### src/hdl/clws_pkg.sv
package clws_pkg;

    // colour and frame geometry
    localparam int COLOR_BITS   = 32;
    localparam int MAX_WIDTH    = 1024;
    localparam int HEIGHT_LIMIT = 4096;
    localparam int COL_BITS     = $clog2(MAX_WIDTH);
    localparam int WIDTH_BITS   = 11;
    localparam int HEIGHT_BITS  = 13;

    // configuration port
    localparam int CFG_INDEX_BITS = 2;
    localparam int CFG_DATA_BITS  = 32;

    localparam logic [CFG_INDEX_BITS-1:0] CFG_BACKGROUND = 2'd0;
    localparam logic [CFG_INDEX_BITS-1:0] CFG_WIDTH      = 2'd1;
    localparam logic [CFG_INDEX_BITS-1:0] CFG_HEIGHT     = 2'd2;

    localparam logic [WIDTH_BITS-1:0]  WIDTH_RESET  = 11'd640;
    localparam logic [HEIGHT_BITS-1:0] HEIGHT_RESET = 13'd480;

    typedef logic [COLOR_BITS-1:0] color_t;

    // which sides of the window fall outside the frame
    typedef struct packed {
        logic no_left;
        logic no_right;
        logic no_top;
        logic no_bottom;
    } edge_t;

endpackage

### src/hdl/clws_window.sv
module clws_window (
    input  logic            clk,
    input  logic            shift_en,
    input  clws_pkg::color_t col_up,
    input  clws_pkg::color_t col_mid,
    input  clws_pkg::color_t col_new,
    input  clws_pkg::color_t bg,
    input  clws_pkg::edge_t  edges,
    output clws_pkg::color_t next_color
);
    import clws_pkg::*;

    // middle and right columns as they stand before the shift
    color_t win_reg [0:5];
    color_t win_cell [0:8];
    logic [7:0] live;
    logic [3:0] live_count;
    color_t first_live;
    logic center_alive;
    logic masked;
    int n;

    // window after the shift, index column * 3 + row
    always_comb
    begin
        for (int i = 0; i < 6; i++)
        begin
            win_cell[i] = win_reg[i];
        end
        win_cell[6] = col_up;
        win_cell[7] = col_mid;
        win_cell[8] = col_new;
    end

    // live neighbours in scan order, cells outside the frame masked
    always_comb
    begin
        n = 0;
        live = '0;
        for (int col = 0; col < 3; col++)
        begin
            for (int row = 0; row < 3; row++)
            begin
                masked = (col == 0 && edges.no_left) || (col == 2 && edges.no_right) ||
                         (row == 0 && edges.no_top) || (row == 2 && edges.no_bottom);
                if (!(col == 1 && row == 1))
                begin
                    live[n[2:0]] = !masked && (win_cell[col * 3 + row] != bg);
                    n = n + 1;
                end
            end
        end
    end

    // neighbour count and first live colour
    always_comb
    begin
        live_count = '0;
        first_live = bg;
        for (int i = 0; i < 8; i++)
        begin
            live_count = live_count + {3'b000, live[i]};
        end
        for (int i = 7; i >= 0; i--)
        begin
            if (live[i])
            begin
                first_live = (i < 4) ? win_cell[(i < 4) ? i : 0]
                                     : win_cell[(i < 4) ? 0 : i + 1];
            end
        end
    end

    // life rule
    always_comb
    begin
        center_alive = win_cell[4] != bg;
        if (live_count <= 4'd1 || live_count >= 4'd4)
        begin
            next_color = bg;
        end
        else if (live_count == 4'd2 && !center_alive)
        begin
            next_color = bg;
        end
        else
        begin
            next_color = first_live;
        end
    end

    // window shift
    always_ff @(posedge clk)
    begin
        if (shift_en)
        begin
            win_reg[0] <= win_reg[3];
            win_reg[1] <= win_reg[4];
            win_reg[2] <= win_reg[5];
            win_reg[3] <= col_up;
            win_reg[4] <= col_mid;
            win_reg[5] <= col_new;
        end
    end

endmodule
### config.mk
export PLATFORM = sky130hd
export DESIGN_NAME = clws_window
export DESIGN_NICKNAME = d
export VERILOG_FILES = /design/src/hdl/clws_pkg.sv /design/src/hdl/clws_window.sv
export SDC_FILE = /design/constraint.sdc
export NUM_CORES = 1
export LEC_CHECK = 0
export BUFFER_PORTS_ARGS = -buffer_cell sky130_fd_sc_hd__buf_2
export CELL_PAD_IN_SITES_DETAIL_PLACEMENT = 0
export CELL_PAD_IN_SITES_GLOBAL_PLACEMENT = 1
export CORE_MARGIN = 2
export CORE_UTILIZATION = 40
export CTS_CLUSTER_DIAMETER = 30
export DETAILED_ROUTE_END_ITERATION = 6
export PLACE_DENSITY_LB_ADDON = 0.25
export REMOVE_ABC_BUFFERS = 1
export SKIP_LAST_GASP = 1
export SLEW_MARGIN = 30
export SYNTH_ARGS = -nofsm -noshare
export SYNTH_HDL_FRONTEND = slang
export SYNTH_SLANG_ARGS = --single-unit
### constraint.sdc
create_clock -name clk -period 11.82 [get_ports clk]
set_input_delay 0 -clock clk [delete_from_list [all_inputs] [get_ports clk]]
set_output_delay 0 -clock clk [all_outputs]
set_load 0.02 [all_outputs]
Word level (Yosys, flattened, before mapping)
Memories as Yosys holds them, arrays and structs flattened. Index checks and enable logic that the tools add are counted.

Add/subtract/negate cells: 7. Magnitude comparators: 2. Equality and inequality tests: 10. Muxes and demuxes: 12. Reductions and logical operators: 23.

Operators by type and width (count): 2-to-1 mux 32 bit (10); inequality test 32 bit (9); adder 4 x 1 -> 4 bit (6); logical AND 1 bit (9); logical NOT 1 bit (9); logical OR 1 bit (5); == test 4 x 2 -> 1 bit (second input constant) (1); >= comparator 4 x 3 -> 1 bit (second input constant) (1); <= comparator 4 x 1 -> 1 bit (second input constant) (1); adder 1 x 1 -> 2 bit (1); 2-to-1 mux 1 bit (2).

Bits in registers: 0. Bits in writable memories: 192. Input port bits: 134. Output and inout bits: 32. Memories: 1.

Memories: win_reg (words 6, bits a word 32, rd ports 6, clocked after memory_dff 0, wr ports 6, line clws_window.sv:14) `color_t win_reg [0:5];`.

Logic depth before layout (Yosys ltp)
Word-level depth: 14. Depth in mapped cells: 21. Mapped depth without buffers: 17.

Worst setup path before layout
Ideal clock, no wire load.

Kind: reg2out. Start point: mem win_reg[0][9] (netlist name). End point: out next_color[10]. Data arrival time: 4.395 ns. Slack: 7.425 ns. Stages on the path, launching flop included: 19. Buffers on the path: 3. Path through: edfxtp_1 -> xnor2_1 -> nand4_1 -> nor4_1 -> a211oi_2 -> clkbuf_1 -> ha_1 -> fa_1 -> inv_1 -> fa_1 -> inv_1 -> fa_1 -> nand2_1 -> a211oi_1 -> o21ai_0 -> or3_1 -> buf_6 -> buf_6 -> o31ai_2.

RTL lines: start: declaration (line clws_window.sv:14); end: declaration (line clws_window.sv:9) `output clws_pkg::color_t next_color`.

==> impl_results.md <==
* Leakage at between 4 and 5 nW
* Worst Hold Path Cells at 1
* Final min period at roughly 6.2 ns
* Sequential power share at between 40% and 50%
* Setup Viol. Count Final at 0
* Share of layout cells above drive strength 1 at around a fifth
* Crit share post-route at between 50% and 60%
* Synthesized cell area at 12200 sq um
* Core ar. at about 30000 sq um
* Die width at ~180 um
* Share of the synthesized area in the top cell type at a little under half
* Clock skew at ~0.013 ns
* Largest register FFs at about 190
* Most frequent cells after synthesis: xnor2_1 (248), edfxtp_1 (192), nand4_1 (63)
* Worst EP arrival at around 6 ns
* Initial drt markers at 1172
* Post-synthesis sequential area ratio at 47.1%
* Final core area utilization at between 40% and 50%
* FFs w/ async S/R, synth at 0%
* Die Span Y at 179 um
* Grt ovf at 0
* Critical path startpoint category: flop
* DRC at 0
* Crit end category: output port
* Synth-to-layout area growth at 20.0%
* Worst hold path endpoint: win_reg[5][1]
* Hold slack final at 0.175 ns
* Setup TNS at 0 ns
* Global-route wire length before repair at approximately 66 mm
* Max-Cap Viols at 0
* Post-synth top area cell: edfxtp_1
* Peak supply drop at 74.7 uV
* Placer Congestion at 0.938
* Post-CTS Setup Bufs at 0
* Initial DRT Pass Iterations at 6
* Wire per inst at around 29 um
* Synth warnings at 0
* Switching power at slightly above 0.7 mW
* FF+latch count, synth at around 190
* Synthesized area per cell at 12.0 sq um
* Final hold vios at 0
* Synth area leaders: edfxtp_1 (47%), xnor2_1 (18%), nand4_1 (3.2%)
* Gate power share at 29.0%
* EDFF count, synth at around 190
* Antenna violations before repair at 0
* Sw frac at 35.0%
* Post-Route WL at roughly 47 mm
* Count leader, synth: xnor2_1
* Remaining antenna violation count after routing at 0
* Clock power frac at approximately 29%
* Synth unique cells at 48
* Synthesized instance count at 1020
* Crit Path Category: reg2out
* Critical Path RT at approximately 12 ns
* Pins Over Slew Limit at 0
* Antenna Cells at 0
* Cts repair resizes at 0
* Worst Reg-to-Reg Cells at 0
* Clk root buf: clkbuf_16
* Top-level port count at around 170
* Num Clock Sinks at between 150 and 200
* HP Start: shift_en
* Via count at ~9500
* RSZ-0062 raised after global routing: no
* Global-route usage over all layers at 29.7%
* Placement Setup Slack at 6.29 ns
* Outcome: completed
* Vias in the first global route at between 9000 and 10000
* Worst slew pin tran at roughly 0.84 ns
* Max Root-Sink Buffers at 2
* R2R Path Start: win_reg[5][6]
* Hold buffers post-CTS at 96
* Port buffer count at roughly 170
* Final net count at 1378
* Avg Vias per Cell at between 5 and 6
* Relative slew slack at between 40 and 50%
* Largest net degree at the start of global routing at 75
* Clk pin slew, worst setup/hold paths at 0.08 ns
* Die Area at 32000 sq um
* Fmax achieved at between 0.15 and 0.2 GHz
* RR Endpoint: win_reg[2][6]
* Initial Util at between 40% and 50%
* Crit-path max FO at 25
* CTS tree: yes
* Internal power at ~1.3 mW
* Post-synth top flop: edfxtp_1
* Num CTS Buffers at 17
* HP Class: in2reg
* Placement row count at between 60 and 70
* Reg2Reg Setup Slack at about 11 ns
* H-tree levels at 4
* Detailed Place HPWL at between 30 and 40 mm
* Clock latency reported for the late side of the worst-skew pair at 0.45 ns
* Final worst slack at ~5.6 ns
* Power per cell area at around 140 nW/um^2
[critical path, stage by stage (launching register included)]
cell and delay, ns:
edfxtp_1 0.43, xnor2_1 0.34, nand4_1 0.26, nor4_1 0.51, a211oi_1 0.16, buf_4 0.22, fa_1 0.50, fa_1 0.51
inv_1 0.05, fa_1 0.40, inv_1 0.11, fa_1 0.21, nand2_1 0.06, a211oi_1 0.19, o21ai_0 0.19, or3_1 0.51
buf_4 0.32, a211oi_1 0.47, a21oi_2 0.09, buf_2 0.18
[layout make-up]
type	count	area, sq um
Sequential cell	192	5770
Multi-Input combinational cell	743	5890
Inverter	8	30.0
Clock buffer	17	425
Clock inverter	14	146
Fill cell	2797	15700
Tap cell	396	495
Timing Repair Buffer	275	1920
[stage by stage]
step,std cells,power [mW],instance area (sq um)
2_1_floorplan,943,1.16,11600
3_3_place_gp,1517,1.43,13100
3_5_place_dp,1518,1.43,13100
4_1_cts,1645,2.03,14700
5_1_grt,1645,2.10,14700
6_report,1645,2.04,14700
[layout by cell type, fill, tap and decap left out, types with 4 or more instances in the layout]
cell           count
xnor2_1          248
edfxtp_1         192
buf_2            164
dlygate4sd3_1     96
nand4_1           63
xor2_1            39
nor2_1            39
mux2i_1           32
o21ai_0           29
a211o_1           28
a21o_1            28
a211oi_1          25
a22o_1            25
a22oi_1           25
nand3b_1          25
nor4_1            21
clkbuf_16         17
a21oi_1           15
nand2_1           15
a21oi_2           14
buf_4             12
inv_1              8
a211oi_2           7
a31oi_1            6
nand2b_1           4
o221ai_1           4
a221o_1            4
o31ai_2            4
fa_1               4
inv_8              4
[power by group through the flow]
stage / logic, mW / registers [mW] / clock network [mW]
after global routing: 0.626 / 0.858 / 0.618
after global placement: 0.562 / 0.866 / 0
after floorplan: 0.309 / 0.853 / 0
after detailed placement: 0.562 / 0.866 / 0
after CTS: 0.589 / 0.851 / 0.589
final: 0.590 / 0.853 / 0.593
[per-layer routing]
layer  routed length (um)  share of wire, %  GRT usage, %  vias up
li1                     -                 -             -     4241
met2                22100                47          47.4      444
met1                21000                45          42.4     4801
met3                 2890               6.1          4.13       56
met5                    0                 0             0        -
met4                 1160               2.5          7.69        0
[cells by family (layout without fill, tap and decap cells)]
group | after synthesis | in the layout | share of synthesized area (%)
flip-flops | 192 | 192 | 47.1
buffers and inverters | 85 | 314 | 5.10
multiplexers | 32 | 32 | 2.62
AND/OR/NAND/NOR | 190 | 190 | 9.17
XOR/XNOR | 288 | 288 | 20.7
AO/OA/AOI/OAI | 226 | 226 | 14.3
adder cells (fa/ha/maj) | 7 | 7 | 0.962
[worst max path at each step]
stage               cells after the start              to  slack, ns            from
finish                                 19  next_color[13]       5.64  win_reg[2][19]
global route                           21  next_color[11]       5.41     col_new[25]
CTS                                    20   next_color[5]       5.79  win_reg[2][19]
detailed placement                     19  next_color[20]       6.29  win_reg[2][19]
global placement                       20  next_color[24]       6.27          bg[25]
floorplan                              16   next_color[0]       5.13  win_reg[1][23]
Power figures use the tool's default switching activity.
